<file path="src/rtl/fisr_pkg.sv">
// fisr_pkg: constants, types and binary32 normalize/round helpers.
// Shared by fisr_fmul, fisr_fadd and fast_inverse_square_root_core; no dependencies.
package fisr_pkg;

  localparam logic [31:0] MAGIC      = 32'h5f3759df;
  localparam logic [31:0] CANON_NAN  = 32'h7FC00000;
  localparam logic [31:0] HALF       = 32'h3F000000;
  localparam logic [31:0] THREE_HALF = 32'h3FC00000;
  localparam int          GDLY       = 13;

  typedef enum logic [3:0] {
    CLS_NUM  = 4'b0001,
    CLS_ZERO = 4'b0010,
    CLS_INF  = 4'b0100,
    CLS_NAN  = 4'b1000
  } cls_t;

  typedef struct packed {
    logic        sign;
    cls_t        cls;
    logic        ovf;
    logic [7:0]  efield;
    logic [22:0] frac;
    logic        rnd;
    logic        stk;
  } rnd_t;

  function automatic logic [5:0] lzc64(input logic [63:0] w);
    logic [5:0] n;
    logic       found;
    n     = 6'd0;
    found = 1'b0;
    for (int i = 63; i >= 0; i--) begin
      if (!found && w[i]) begin
        found = 1'b1;
        n     = 6'(63 - i);
      end
    end
    return n;
  endfunction

  // w carries the unit bit at position 62; value = w * 2^(e_in - 127 - 62)
  function automatic rnd_t norm(input logic sign, input cls_t cls,
                                input logic [63:0] w, input logic signed [11:0] e_in);
    logic [5:0]          lz;
    logic signed [11:0]  e;
    logic signed [11:0]  s;
    logic signed [11:0]  ns;
    logic [63:0]         n;
    logic [127:0]        wide;
    logic [6:0]          rs;
    logic                stk;
    rnd_t                r;
    lz   = lzc64(w);
    e    = e_in + 12'sd1 - signed'({6'b0, lz});
    stk  = 1'b0;
    s    = 12'sd0;
    ns   = 12'sd0;
    rs   = 7'd0;
    wide = 128'b0;
    if (e >= 12'sd1) begin
      n = w << lz;
    end else begin
      s = signed'({6'b0, lz}) + e - 12'sd1;
      if (s >= 12'sd0) begin
        n = w << s[5:0];
      end else begin
        ns   = -s;
        rs   = (ns > 12'sd64) ? 7'd64 : ns[6:0];
        wide = {w, 64'b0} >> rs;
        n    = wide[127:64];
        stk  = |wide[63:0];
      end
    end
    r.sign   = sign;
    r.cls    = cls;
    r.ovf    = (e >= 12'sd255);
    r.efield = (e >= 12'sd1) ? e[7:0] : 8'd0;
    r.frac   = n[62:40];
    r.rnd    = n[39];
    r.stk    = stk | (|n[38:0]);
    return r;
  endfunction

  // round to nearest even and pack; any NaN leaves as the canonical quiet NaN
  function automatic logic [31:0] round_pack(input rnd_t r);
    logic        up;
    logic [30:0] p;
    logic [31:0] y;
    up = r.rnd & (r.stk | r.frac[0]);
    p  = {r.efield, r.frac} + {30'b0, up};
    case (r.cls)
      CLS_NAN:  y = CANON_NAN;
      CLS_INF:  y = {r.sign, 8'hFF, 23'b0};
      CLS_ZERO: y = {r.sign, 31'b0};
      default: begin
        if (r.ovf) y = {r.sign, 8'hFF, 23'b0};
        else       y = {r.sign, p};
      end
    endcase
    return y;
  endfunction

endpackage

</file>
<file path="src/rtl/fisr_fmul.sv">
// fisr_fmul: three-stage binary32 multiplier (product, normalize, round).
// Depends on fisr_pkg.
module fisr_fmul (
  input  logic        clk,
  input  logic        rst_n,
  input  logic        en,
  input  logic        in_vld,
  input  logic [31:0] a,
  input  logic [31:0] b,
  output logic        out_vld,
  output logic [31:0] y
);

  logic [7:0]  ea, eb, ea_eff, eb_eff;
  logic [23:0] ma, mb;
  logic        nan_a, nan_b, inf_a, inf_b, zero_a, zero_b;
  fisr_pkg::cls_t cls_nxt;

  logic               v1_r, v2_r, v3_r;
  logic               sign1_r;
  fisr_pkg::cls_t     cls1_r;
  logic signed [11:0] e1_r;
  logic [47:0]        p1_r;
  fisr_pkg::rnd_t     n2_r;
  logic [31:0]        y_r;

  always_comb begin
    ea     = a[30:23];
    eb     = b[30:23];
    ea_eff = (ea == 8'd0) ? 8'd1 : ea;
    eb_eff = (eb == 8'd0) ? 8'd1 : eb;
    ma     = {ea != 8'd0, a[22:0]};
    mb     = {eb != 8'd0, b[22:0]};
    nan_a  = (ea == 8'hFF) && (a[22:0] != 23'd0);
    nan_b  = (eb == 8'hFF) && (b[22:0] != 23'd0);
    inf_a  = (ea == 8'hFF) && (a[22:0] == 23'd0);
    inf_b  = (eb == 8'hFF) && (b[22:0] == 23'd0);
    zero_a = (ea == 8'd0) && (a[22:0] == 23'd0);
    zero_b = (eb == 8'd0) && (b[22:0] == 23'd0);
    if (nan_a || nan_b || (inf_a && zero_b) || (zero_a && inf_b)) cls_nxt = fisr_pkg::CLS_NAN;
    else if (inf_a || inf_b)                                      cls_nxt = fisr_pkg::CLS_INF;
    else if (zero_a || zero_b)                                    cls_nxt = fisr_pkg::CLS_ZERO;
    else                                                          cls_nxt = fisr_pkg::CLS_NUM;
  end

  always_ff @(posedge clk) begin
    if (!rst_n) begin
      v1_r <= 1'b0;
      v2_r <= 1'b0;
      v3_r <= 1'b0;
    end else if (en) begin
      v1_r <= in_vld;
      v2_r <= v1_r;
      v3_r <= v2_r;
    end
  end

  always_ff @(posedge clk) begin
    if (en) begin
      sign1_r <= a[31] ^ b[31];
      cls1_r  <= cls_nxt;
      e1_r    <= signed'({4'b0, ea_eff}) + signed'({4'b0, eb_eff}) - 12'sd127;
      p1_r    <= ma * mb;
      n2_r    <= fisr_pkg::norm(sign1_r, cls1_r, {p1_r, 16'b0}, e1_r);
      y_r     <= fisr_pkg::round_pack(n2_r);
    end
  end

  assign out_vld = v3_r;
  assign y       = y_r;

endmodule

</file>
<file path="config.mk">
export PLATFORM = sky130hd
export DESIGN_NAME = fisr_fmul
export DESIGN_NICKNAME = d
export VERILOG_FILES = /design/src/rtl/fisr_pkg.sv /design/src/rtl/fisr_fmul.sv
export SDC_FILE = /design/constraint.sdc
export NUM_CORES = 2
export LEC_CHECK = 0
export ABC_AREA = 1
export BUFFER_PORTS_ARGS = -buffer_cell sky130_fd_sc_hd__buf_2
export CORE_MARGIN = 2
export CORE_UTILIZATION = 46
export DETAILED_ROUTE_END_ITERATION = 10
export SYNTH_ARGS = -nofsm -noshare
export SYNTH_HDL_FRONTEND = slang
export SYNTH_SLANG_ARGS = --single-unit
export TNS_END_PERCENT = 10
</file>
<file path="constraint.sdc">
create_clock -name clk -period 11.5 [get_ports clk]
set_input_delay 1.15 -clock clk [delete_from_list [all_inputs] [get_ports clk]]
set_output_delay 1.15 -clock clk [all_outputs]
set_load 0.03 [all_outputs]
</file>
==> results.md <==
- Die ar.: roughly 0.08 mm^2
- Residual DRC: 0
- Synth top area cells: fa_1, nand2_1, edfxtp_1, inv_1, ha_1
- Core box area: 0.07721 mm^2
- Post-Route WL: 123500 um
- Worst-case reg-to-reg path depth: 70
- CP Max Fanout: 31
- Die Y: 282.6 um
- Port Buffers: 100
- Crit path max-delay family: simple AND/OR/NAND/NOR gates
- WL per Instance: 20.41 um
- Ports: 101
- Drt pass-1 iters: 6
- Worst r2r src: p1_r[45]
- End of the critical path: n2_r[0]
- Starting DRT DRC Count: approximately 3200
- Vias in the first global route: ~33000
- Hold crit path type: flip-flop to flip-flop
- CP required: ~12 ns
- Max-cap violations: 0
- First-pass GRT wire length: 191100 um
- Final slew viol count: 0
- Largest net degree at the start of global routing: 95
- Layout filler cell count: 7969
- Stages on worst setup path: 70
- Final setup fails: 0
- Run status: finished clean
- GRT overflow: 0
- Layout cells sized above 1: a little over 6%
- Vias/cell: 5.536
- Initial antenna violation count: 2
- CTS sink cnt: 137
- Reg2reg setup slack: 0.89 ns
- Post-detail-place hpwl: between 90000 and 100000 um
- Post-Syn Instances: 5086
- Clock root buffer: clkbuf_16
- Final setup margin: 0.8917 ns
- DR vias: 33510
- Seq/Total Area, Yosys: between 10% and 20%
- Horiz. Die Dim: 282.6 um
- Crit. End Element: flip-flop
- Reg clk slew, reported paths: approximately 0.090 ns
- Max Fclk: roughly 94 MHz
- Final Hold Vio Count: 0
- CTS Hold Bufs: 0
- Fin crit share: 92.25%
- Post-route setup TNS: 0 ns
- Delay of the slowest critical-path stage: 0.50 ns
- Worst setup SP type: flip-flop
- H-tree depth: 4
- RSZ-0062 raised after global routing: no
- Worst slew pin tran: 1.225 ns
- Critical Path AT: about 11 ns
- Total global-route track usage: 31.34%
- Pre-CTS setup slack: 0.4672 ns
- Slowest cell on crit path: edfxtp_1
- Flops & latches, synth: 137
- Slew HR: a little under a fifth
- Kind of critical path: flip-flop to flip-flop
- FP Rows: roughly 100
- Clock buffer count from CTS: 17
- Post-synth EDFFs: 134
- Routed Antenna Nets: 0
- Dominant cell type by area after synthesis: fa_1
- Routability cong.: 1.017
- Clock skew: 0.02738 ns
- Clk Latency, worst-skew pair: 0.48 ns
- Distinct cell type count after synthesis: 70
- Clock buffer depth: 2
- Initial Util: 46.24%
- CTS tree: built
- Crit path from: p1_r[45]
- Reg-to-reg endpoint: n2_r[0]
- Minimum clock period: 10.61 ns
- Average size of a mapped cell: roughly 7 um^2
- Worst Hold Depth: 0
- Final net count: 5776
- Bufs and invs on worst path: 9
- Syn. warnings: 0
- Synthesized area: 0.03571 mm^2
- Syn_nets: 5864
- Area growth syn-to-layout: 4.930%
- Asr flop ratio synth: 0%
- Main synth FF type: edfxtp_1
- Top-area cell type share of the netlist area: between 20% and 30%
==> worst min-delay path by stage <==
| stage | startpoint | end | slack [ns] |
|---|---|---|---|
| 2_1_floorplan | cls1_r[0] | n2_r[34] | 0.40 |
| 3_3_place_gp | cls1_r[2] | n2_r[36] | 0.40 |
| 3_5_place_dp | cls1_r[0] | n2_r[34] | 0.41 |
| 4_1_cts | sign1_r | n2_r[38] | 0.43 |
| 5_1_grt | sign1_r | n2_r[38] | 0.43 |
| 6_report | sign1_r | n2_r[38] | 0.42 |
==> cell type report <==
cell class	count	area (um^2)	share of cell area (%)
repair buffers	183	1191	3.179
clock inverters	15	153.9	0.4108
flip-flops and latches	137	4084	10.90
well taps	1040	1301	3.473
multi-input cells	3670	26580	70.95
diodes	2	5.005	0.01336
inverters	989	3725	9.942
clock buffers	17	425.4	1.135
==> state kept, by name, indices dropped and copies added, names as in the netlist <==
signal and cells:
n2_r 39, v1_r 1, v2_r 1, y 32
sign1_r 1, cls1_r 4, out_vld 1, p1_r 48
e1_r 10
==> cell usage in the layout, fill, tap and decap left out, drive strengths merged, types with 62 or more instances in the layout <==
cell type     n
a21oi       117
edfxtp      134
inv         992
fa          485
nand3       450
nand4        62
o21ai       307
ha          225
nor2        279
nand2      1377
buf         183
==> per-layer routing <==
layer | vias to the layer above | global-route usage (%) | part of all wire, % | wire, um
li1 | 15710 | - | - | -
met1 | 16080 | 41.62 | 42 | 51430
met2 | 1422 | 51.09 | 46 | 56800
met3 | 299 | 3.874 | 7.2 | 8879
met4 | 2 | 14.42 | 5.2 | 6390
met5 | - | 0 | 0.011 | 13
==> metrics by stage <==
stage,instance area (um^2),hold WS [ns],cells,utilization (%)
6_report,37470,0.4220,6053,48.52
5_1_grt,37460,0.4277,6051,48.52
4_1_cts,37220,0.4255,6034,48.21
3_5_place_dp,36640,0.4102,6002,47.46
3_3_place_gp,36640,0.4033,6002,47.46
2_1_floorplan,35710,0.4003,5086,-
==> synthesized netlist by cell type, drive strengths merged (28+ instances only) <==
cell type and number:
buf 75, edfxtp 134, nand2 1374, fa 485
nor4 28, xnor2 28, a31oi 31, nand3 450
a21oi 117, o21ai 307, xor2 51, clkbuf 214
inv 984, ha 225, nor2 279, nand4 62
mux2i 36, nor3 47
==> worst register-to-register path, delay by kind of cell, from the launching register on <==
family                   cells  cell delay (ns)
XOR/XNOR                     3             0.51
AO/OA/AOI/OAI                6             0.85
AND/OR/NAND/NOR             47             5.94
buffers and inverters        9             1.16
adder cells (fa/ha/maj)      5             1.44
flip-flops                   1             0.50
==> what timing repair did <==
| action | CTS | global route |
|---|---|---|
| endpoints found under the setup margin | 0 | 16 |
| buffers inserted | 0 | 14 |
| gates resized for setup | 0 | 29 |
==> kinds of logic after synthesis <==
family | count (synthesis) | synth area share (%)
buffers and inverters | 1282 | 14.45
xor gates and xnor gates | 79 | 1.938
DFF | 137 | 11.44
and+or+nand+nor | 2274 | 27.07
muxes | 37 | 1.041
adders and majority gates | 710 | 35.08
AOI/OAI and AO/OA | 567 | 8.985
Power is not shown: default switching activity piles up to over one toggle a cycle in this logic, so the estimate is an artifact.
