## config.mk

```make
export PLATFORM = sky130hd
export DESIGN_NAME = fisr_fadd
export DESIGN_NICKNAME = d
export VERILOG_FILES = /design/src/rtl/fisr_pkg.sv /design/src/rtl/fisr_fadd.sv
export SDC_FILE = /design/constraint.sdc
export NUM_CORES = 1
export LEC_CHECK = 0
export ABC_AREA = 0
export BUFFER_PORTS_ARGS = -buffer_cell sky130_fd_sc_hd__buf_4
export CORE_AREA = 2 2 282 284
export DETAILED_ROUTE_END_ITERATION = 12
export DIE_AREA = 0 0 284 286
export GPL_ROUTABILITY_DRIVEN = 0
export PLACE_DENSITY_LB_ADDON = 0.15
export SYNTH_ARGS = -nofsm -noshare
export SYNTH_HDL_FRONTEND = slang
export SYNTH_SLANG_ARGS = --single-unit
```

## constraint.sdc

```tcl
create_clock -name clk -period 10.5 [get_ports clk]
set_input_delay 0 -clock clk [delete_from_list [all_inputs] [get_ports clk]]
set_output_delay 0 -clock clk [all_outputs]
set_load 0.02 [all_outputs]
```

## src/rtl/fisr_pkg.sv

```systemverilog
// fisr_pkg: constants, types and binary32 normalize/round helpers.
// Shared by fisr_fmul, fisr_fadd and fast_inverse_square_root_core; no dependencies.
package fisr_pkg;

  localparam logic [31:0] MAGIC      = 32'h5f3759df;
  localparam logic [31:0] CANON_NAN  = 32'h7FC00000;
  localparam logic [31:0] HALF       = 32'h3F000000;
  localparam logic [31:0] THREE_HALF = 32'h3FC00000;
  localparam int          GDLY       = 13;

  typedef enum logic [3:0] {
    CLS_NUM  = 4'b0001,
    CLS_ZERO = 4'b0010,
    CLS_INF  = 4'b0100,
    CLS_NAN  = 4'b1000
  } cls_t;

  typedef struct packed {
    logic        sign;
    cls_t        cls;
    logic        ovf;
    logic [7:0]  efield;
    logic [22:0] frac;
    logic        rnd;
    logic        stk;
  } rnd_t;

  function automatic logic [5:0] lzc64(input logic [63:0] w);
    logic [5:0] n;
    logic       found;
    n     = 6'd0;
    found = 1'b0;
    for (int i = 63; i >= 0; i--) begin
      if (!found && w[i]) begin
        found = 1'b1;
        n     = 6'(63 - i);
      end
    end
    return n;
  endfunction

  // w carries the unit bit at position 62; value = w * 2^(e_in - 127 - 62)
  function automatic rnd_t norm(input logic sign, input cls_t cls,
                                input logic [63:0] w, input logic signed [11:0] e_in);
    logic [5:0]          lz;
    logic signed [11:0]  e;
    logic signed [11:0]  s;
    logic signed [11:0]  ns;
    logic [63:0]         n;
    logic [127:0]        wide;
    logic [6:0]          rs;
    logic                stk;
    rnd_t                r;
    lz   = lzc64(w);
    e    = e_in + 12'sd1 - signed'({6'b0, lz});
    stk  = 1'b0;
    s    = 12'sd0;
    ns   = 12'sd0;
    rs   = 7'd0;
    wide = 128'b0;
    if (e >= 12'sd1) begin
      n = w << lz;
    end else begin
      s = signed'({6'b0, lz}) + e - 12'sd1;
      if (s >= 12'sd0) begin
        n = w << s[5:0];
      end else begin
        ns   = -s;
        rs   = (ns > 12'sd64) ? 7'd64 : ns[6:0];
        wide = {w, 64'b0} >> rs;
        n    = wide[127:64];
        stk  = |wide[63:0];
      end
    end
    r.sign   = sign;
    r.cls    = cls;
    r.ovf    = (e >= 12'sd255);
    r.efield = (e >= 12'sd1) ? e[7:0] : 8'd0;
    r.frac   = n[62:40];
    r.rnd    = n[39];
    r.stk    = stk | (|n[38:0]);
    return r;
  endfunction

  // round to nearest even and pack; any NaN leaves as the canonical quiet NaN
  function automatic logic [31:0] round_pack(input rnd_t r);
    logic        up;
    logic [30:0] p;
    logic [31:0] y;
    up = r.rnd & (r.stk | r.frac[0]);
    p  = {r.efield, r.frac} + {30'b0, up};
    case (r.cls)
      CLS_NAN:  y = CANON_NAN;
      CLS_INF:  y = {r.sign, 8'hFF, 23'b0};
      CLS_ZERO: y = {r.sign, 31'b0};
      default: begin
        if (r.ovf) y = {r.sign, 8'hFF, 23'b0};
        else       y = {r.sign, p};
      end
    endcase
    return y;
  endfunction

endpackage

```

## src/rtl/fisr_fadd.sv

```systemverilog
// fisr_fadd: four-stage binary32 adder (align, add, normalize, round).
// Depends on fisr_pkg.
module fisr_fadd (
  input  logic        clk,
  input  logic        rst_n,
  input  logic        en,
  input  logic        in_vld,
  input  logic [31:0] a,
  input  logic [31:0] b,
  output logic        out_vld,
  output logic [31:0] y
);

  logic [31:0]  x, z;
  logic [7:0]   ex, ez, ex_eff, ez_eff, d;
  logic [23:0]  mx, mz;
  logic [99:0]  wide;
  logic [50:0]  zal;
  logic         stk;
  logic         nan_a, nan_b, inf_a, inf_b;
  fisr_pkg::cls_t cls_nxt;
  logic [50:0]  sum;
  fisr_pkg::cls_t cls2_nxt;

  logic           v1_r, v2_r, v3_r, v4_r;
  fisr_pkg::cls_t cls1_r, cls2_r;
  logic           sx1_r, sub1_r, sign2_r;
  logic [7:0]     ex1_r, ex2_r;
  logic [50:0]    xm1_r, zm1_r, sum2_r;
  fisr_pkg::rnd_t n3_r;
  logic [31:0]    y_r;

  always_comb begin
    if (b[30:0] > a[30:0]) begin
      x = b;
      z = a;
    end else begin
      x = a;
      z = b;
    end
    ex     = x[30:23];
    ez     = z[30:23];
    ex_eff = (ex == 8'd0) ? 8'd1 : ex;
    ez_eff = (ez == 8'd0) ? 8'd1 : ez;
    mx     = {ex != 8'd0, x[22:0]};
    mz     = {ez != 8'd0, z[22:0]};
    d      = ex_eff - ez_eff;
    wide   = 100'b0;
    if (d >= 8'd50) begin
      zal = 51'b0;
      stk = |mz;
    end else begin
      wide = {mz, 76'b0} >> d;
      zal  = {1'b0, wide[99:50]};
      stk  = |wide[49:0];
    end
    zal[0] = zal[0] | stk;
    nan_a  = (a[30:23] == 8'hFF) && (a[22:0] != 23'd0);
    nan_b  = (b[30:23] == 8'hFF) && (b[22:0] != 23'd0);
    inf_a  = (a[30:23] == 8'hFF) && (a[22:0] == 23'd0);
    inf_b  = (b[30:23] == 8'hFF) && (b[22:0] == 23'd0);
    if (nan_a || nan_b || (inf_a && inf_b && (a[31] != b[31]))) cls_nxt = fisr_pkg::CLS_NAN;
    else if (inf_a || inf_b)                                    cls_nxt = fisr_pkg::CLS_INF;
    else                                                        cls_nxt = fisr_pkg::CLS_NUM;

    sum      = sub1_r ? (xm1_r - zm1_r) : (xm1_r + zm1_r);
    cls2_nxt = (cls1_r == fisr_pkg::CLS_NUM && sum == 51'd0) ? fisr_pkg::CLS_ZERO : cls1_r;
  end

  always_ff @(posedge clk) begin
    if (!rst_n) begin
      v1_r <= 1'b0;
      v2_r <= 1'b0;
      v3_r <= 1'b0;
      v4_r <= 1'b0;
    end else if (en) begin
      v1_r <= in_vld;
      v2_r <= v1_r;
      v3_r <= v2_r;
      v4_r <= v3_r;
    end
  end

  always_ff @(posedge clk) begin
    if (en) begin
      cls1_r  <= cls_nxt;
      sx1_r   <= x[31];
      sub1_r  <= x[31] ^ z[31];
      ex1_r   <= ex_eff;
      xm1_r   <= {1'b0, mx, 26'b0};
      zm1_r   <= zal;
      cls2_r  <= cls2_nxt;
      // exact cancellation gives +0
      sign2_r <= (cls2_nxt == fisr_pkg::CLS_ZERO && sub1_r) ? 1'b0 : sx1_r;
      ex2_r   <= ex1_r;
      sum2_r  <= sum;
      n3_r    <= fisr_pkg::norm(sign2_r, cls2_r, {sum2_r, 13'b0}, signed'({4'b0, ex2_r}));
      y_r     <= fisr_pkg::round_pack(n3_r);
    end
  end

  assign out_vld = v4_r;
  assign y       = y_r;

endmodule

```

==> summary.txt <==
Status
  • Status: complete, no violations

Place
  • HPWL Detailed: 85.0 mm
  • Port bufs: 100
  • Post-DP Area: 29200 sq um

Critical path
  • CP max stage delay: 0.56 ns
  • Crit path required time: 10.86 ns
  • Critical path arrival: 10.29 ns
  • CP Launch Type: flip-flop
  • Crit Path Category: reg -> reg
  • CP Buf/Inv Count: 4
  • CP max-delay cell: o21ai_2
  • Crit-path leading delay family: compound AO/OA/AOI/OAI gates
  • CP dominant cell by count: ha_1
  • CP max FO: 34
  • Critical Path Sink Type: flip-flop

Yosys
  • Post-synth EDFFs: 222
  • Mapped Area: 27100 sq um
  • Syn Nets: 3600
  • Sequential share of the synthesized area: 0.249
  • Mean Syn Cell Area: 7.96 sq um
  • Top_reg_cell synth: edfxtp_1
  • Netlist cell types: 100
  • Yosys warnings: 0
  • #FFs+latches synth: 226
  • FFs w/ async S/R, synth: 0
  • Cells after Synth: 3404

Timing
  • Count of final hold-check violations: 0
  • Fin. max-slew vios: 0
  • Ratio of final minimum period to clock period: 0.945
  • Fmax: 101 MHz
  • Setup TNS Final: 0 ns
  • Fin crit period: 9.92 ns
  • Clk_skew: 0.0666 ns
  • Final setup fails: 0
  • Worst rel slew slack: 0.0703
  • RSZ-0062 raised after global routing: false
  • Worst-margin pin slew: 1.36 ns

CTS
  • Worst skew pair latency: 0.61 ns
  • Num CTS Buffers: 27
  • Worst-path clk slew: 0.09 ns
  • CTS Buffer Depth: 3
  • Clock tree sinks: 226
  • CTS root buf: clkbuf_16
  • CTS tree: yes
  • H-tree depth: 1

Die
  • Initial core utilization: 0.346
  • Die width: 284 um
  • Core footprint: 78400 sq um
  • Die area: 81200 sq um
  • Standard-cell rows: 103
  • I/O pins: 101
  • Die Y: 286 um

Detailed routing
  • Iteration-0 DRC Markers: 3696
  • Total wire length: 112 mm
  • DR DRC count: 0
  • Drt wl/cell: 24.8 um
  • DRT Pass-1 Iters: 7
  • Vias per cell: 6.19
  • Via count: 28000
  • Antenna Nets Post-Route: 0

GRT
  • Largest net degree at the start of global routing: 107
  • Total gr overflow: 0
  • Initial antenna violation count: 0
  • Gr usage total: 0.265
  • First-pass GRT wire length: 168 mm
  • Number of global-route vias before repair: 26100

Layout
  • Design Area, Final: 30800 sq um
  • Synth-to-Final Area Change: 13.5%
  • Layout cells sized above 1: 0.125
  • Total inserted antenna cells: 0
  • Fillers: 8280
  • Nets: 3653

Worst hold path
  • Hold Crit Class: in -> reg

Run
  • Max_cap viols: 0
==> placed cells by master, fill, tap and decap left out, types with 19 or more instances in the layout <==
master         netlist  layout
a21o_1              36      36
inv_1              148     148
and3_1              46      45
or4_1               21      21
o2111ai_1           19      19
a31oi_1             27      27
mux4_2              49      49
or3_1               20      20
nand3_1             82      81
clkbuf_16            0      27
xor2_1              41      37
and2_1              26      26
xnor2_1             70      66
a21oi_1            204     202
dlygate4sd3_1        0      53
o22ai_1             45      45
nand2b_1            23      23
o221ai_1            20      20
mux2i_1            200     200
o21a_1              20      20
o31ai_1             25      25
nor3_1              87      87
mux2_2              30      30
nand2_1            431     431
buf_4                2     226
a211oi_1            52      52
a221oi_1            23      22
nor2_1             336     336
nand4_1             32      32
ha_1               124     122
o21ai_0            201     200
edfxtp_1           222     222
o211ai_1            51      51
nor4_1              63      59
nor2b_1             28      28
or2_2               19      19
a22oi_1             42      42
==> sequential cells by signal, summed over array words and instances (netlist names), 3 cells and up <==
signal / cells
cls1_r: 3
cls2_r: 4
ex1_r: 8
ex2_r: 8
n3_r: 39
sum2_r: 51
xm1_r: 24
y: 32
zm1_r: 50
==> per-layer routing <==
metal | vias to the layer above | part of all wire | global-route usage
li1 | 13000 | - | -
met1 | 13200 | 0.40 | 0.344
met2 | 1590 | 0.45 | 0.427
met3 | 321 | 0.085 | 0.0423
met4 | 0 | 0.062 | 0.136
met5 | - | 0 | 0
==> through the flow <==
stage	setup WS [ns]	hold WS (ns)	cells	util
after floorplan	1.41	0.112	3404	-
after global placement	0.742	0.237	4417	0.372
after detailed placement	0.695	0.244	4417	0.372
after CTS	0.692	0.000464	4520	0.391
after global routing	0.00868	0.00739	4528	0.393
final	0.576	0.0319	4528	0.393
==> worst register-to-register path: cells and delay by family, from the launching register on <==
| family | cells | cell delay (ns) |
|---|---|---|
| simple gates | 9 | 3.02 |
| fa+ha+maj | 4 | 1.19 |
| flops | 1 | 0.55 |
| compound gates | 15 | 3.85 |
| xor+xnor | 1 | 0.29 |
| buf+inv | 4 | 0.78 |
==> cell usage after synthesis, types with 43 or more instances <==
master,instances,area share
buf_1,43,0.0060
mux2i_1,200,0.074
and3_1,46,0.011
nand2_1,431,0.060
xnor2_1,70,0.023
o21ai_0,201,0.037
a211oi_1,52,0.014
mux4_2,49,0.041
o22ai_1,45,0.010
nor3_1,87,0.016
nor4_1,63,0.015
clkbuf_1,192,0.027
edfxtp_1,222,0.25
ha_1,124,0.057
nor2_1,336,0.047
a21oi_1,204,0.038
inv_1,148,0.021
nand3_1,82,0.015
o211ai_1,51,0.014
==> worst paths after layout <==
kind / from / to / slack (ns) / cells past startpoint
max: sum2_r[50] / n3_r[0] / 0.58 / 33
min: b[9] / xm1_r[35] / 0.03 / 3
max reg2reg: sum2_r[50] / n3_r[0] / 0.58 / 33
min reg2reg: sign2_r / n3_r[38] / 0.42 / 0
==> cells by family (layout without fill, tap and decap cells) <==
kind of cell,count (synthesis),in the layout,share of synthesized area
adders and majority gates,128,128,0.0602
and+or+nand+nor,1269,1269,0.220
muxes,280,280,0.128
AOI/OAI and AO/OA,980,980,0.247
DFF,226,226,0.249
buffers and inverters,409,483,0.0590
xor gates and xnor gates,112,112,0.0367
==> timing repair <==
item,in CTS,in global routing
hold buffers,53,0
buffers inserted,0,8
gates resized for setup,0,6
setup endpoints to repair,0,1
endpoints found under the hold margin,82,0
==> cell type report <==
cell class                      instances  area [sq um]  area share
Inverter                              152           571      0.0186
Clock inverter                         23           279     0.00907
Tap cell                             1050          1310      0.0427
Clock buffer                           27           676      0.0220
Timing Repair Buffer                  281          2260      0.0736
Multi-Input combinational cell       2769         18900       0.615
Sequential cell                       226          6750       0.219
Power is not shown: default switching activity piles up to over one toggle a cycle in this logic, so the estimate is an artifact.
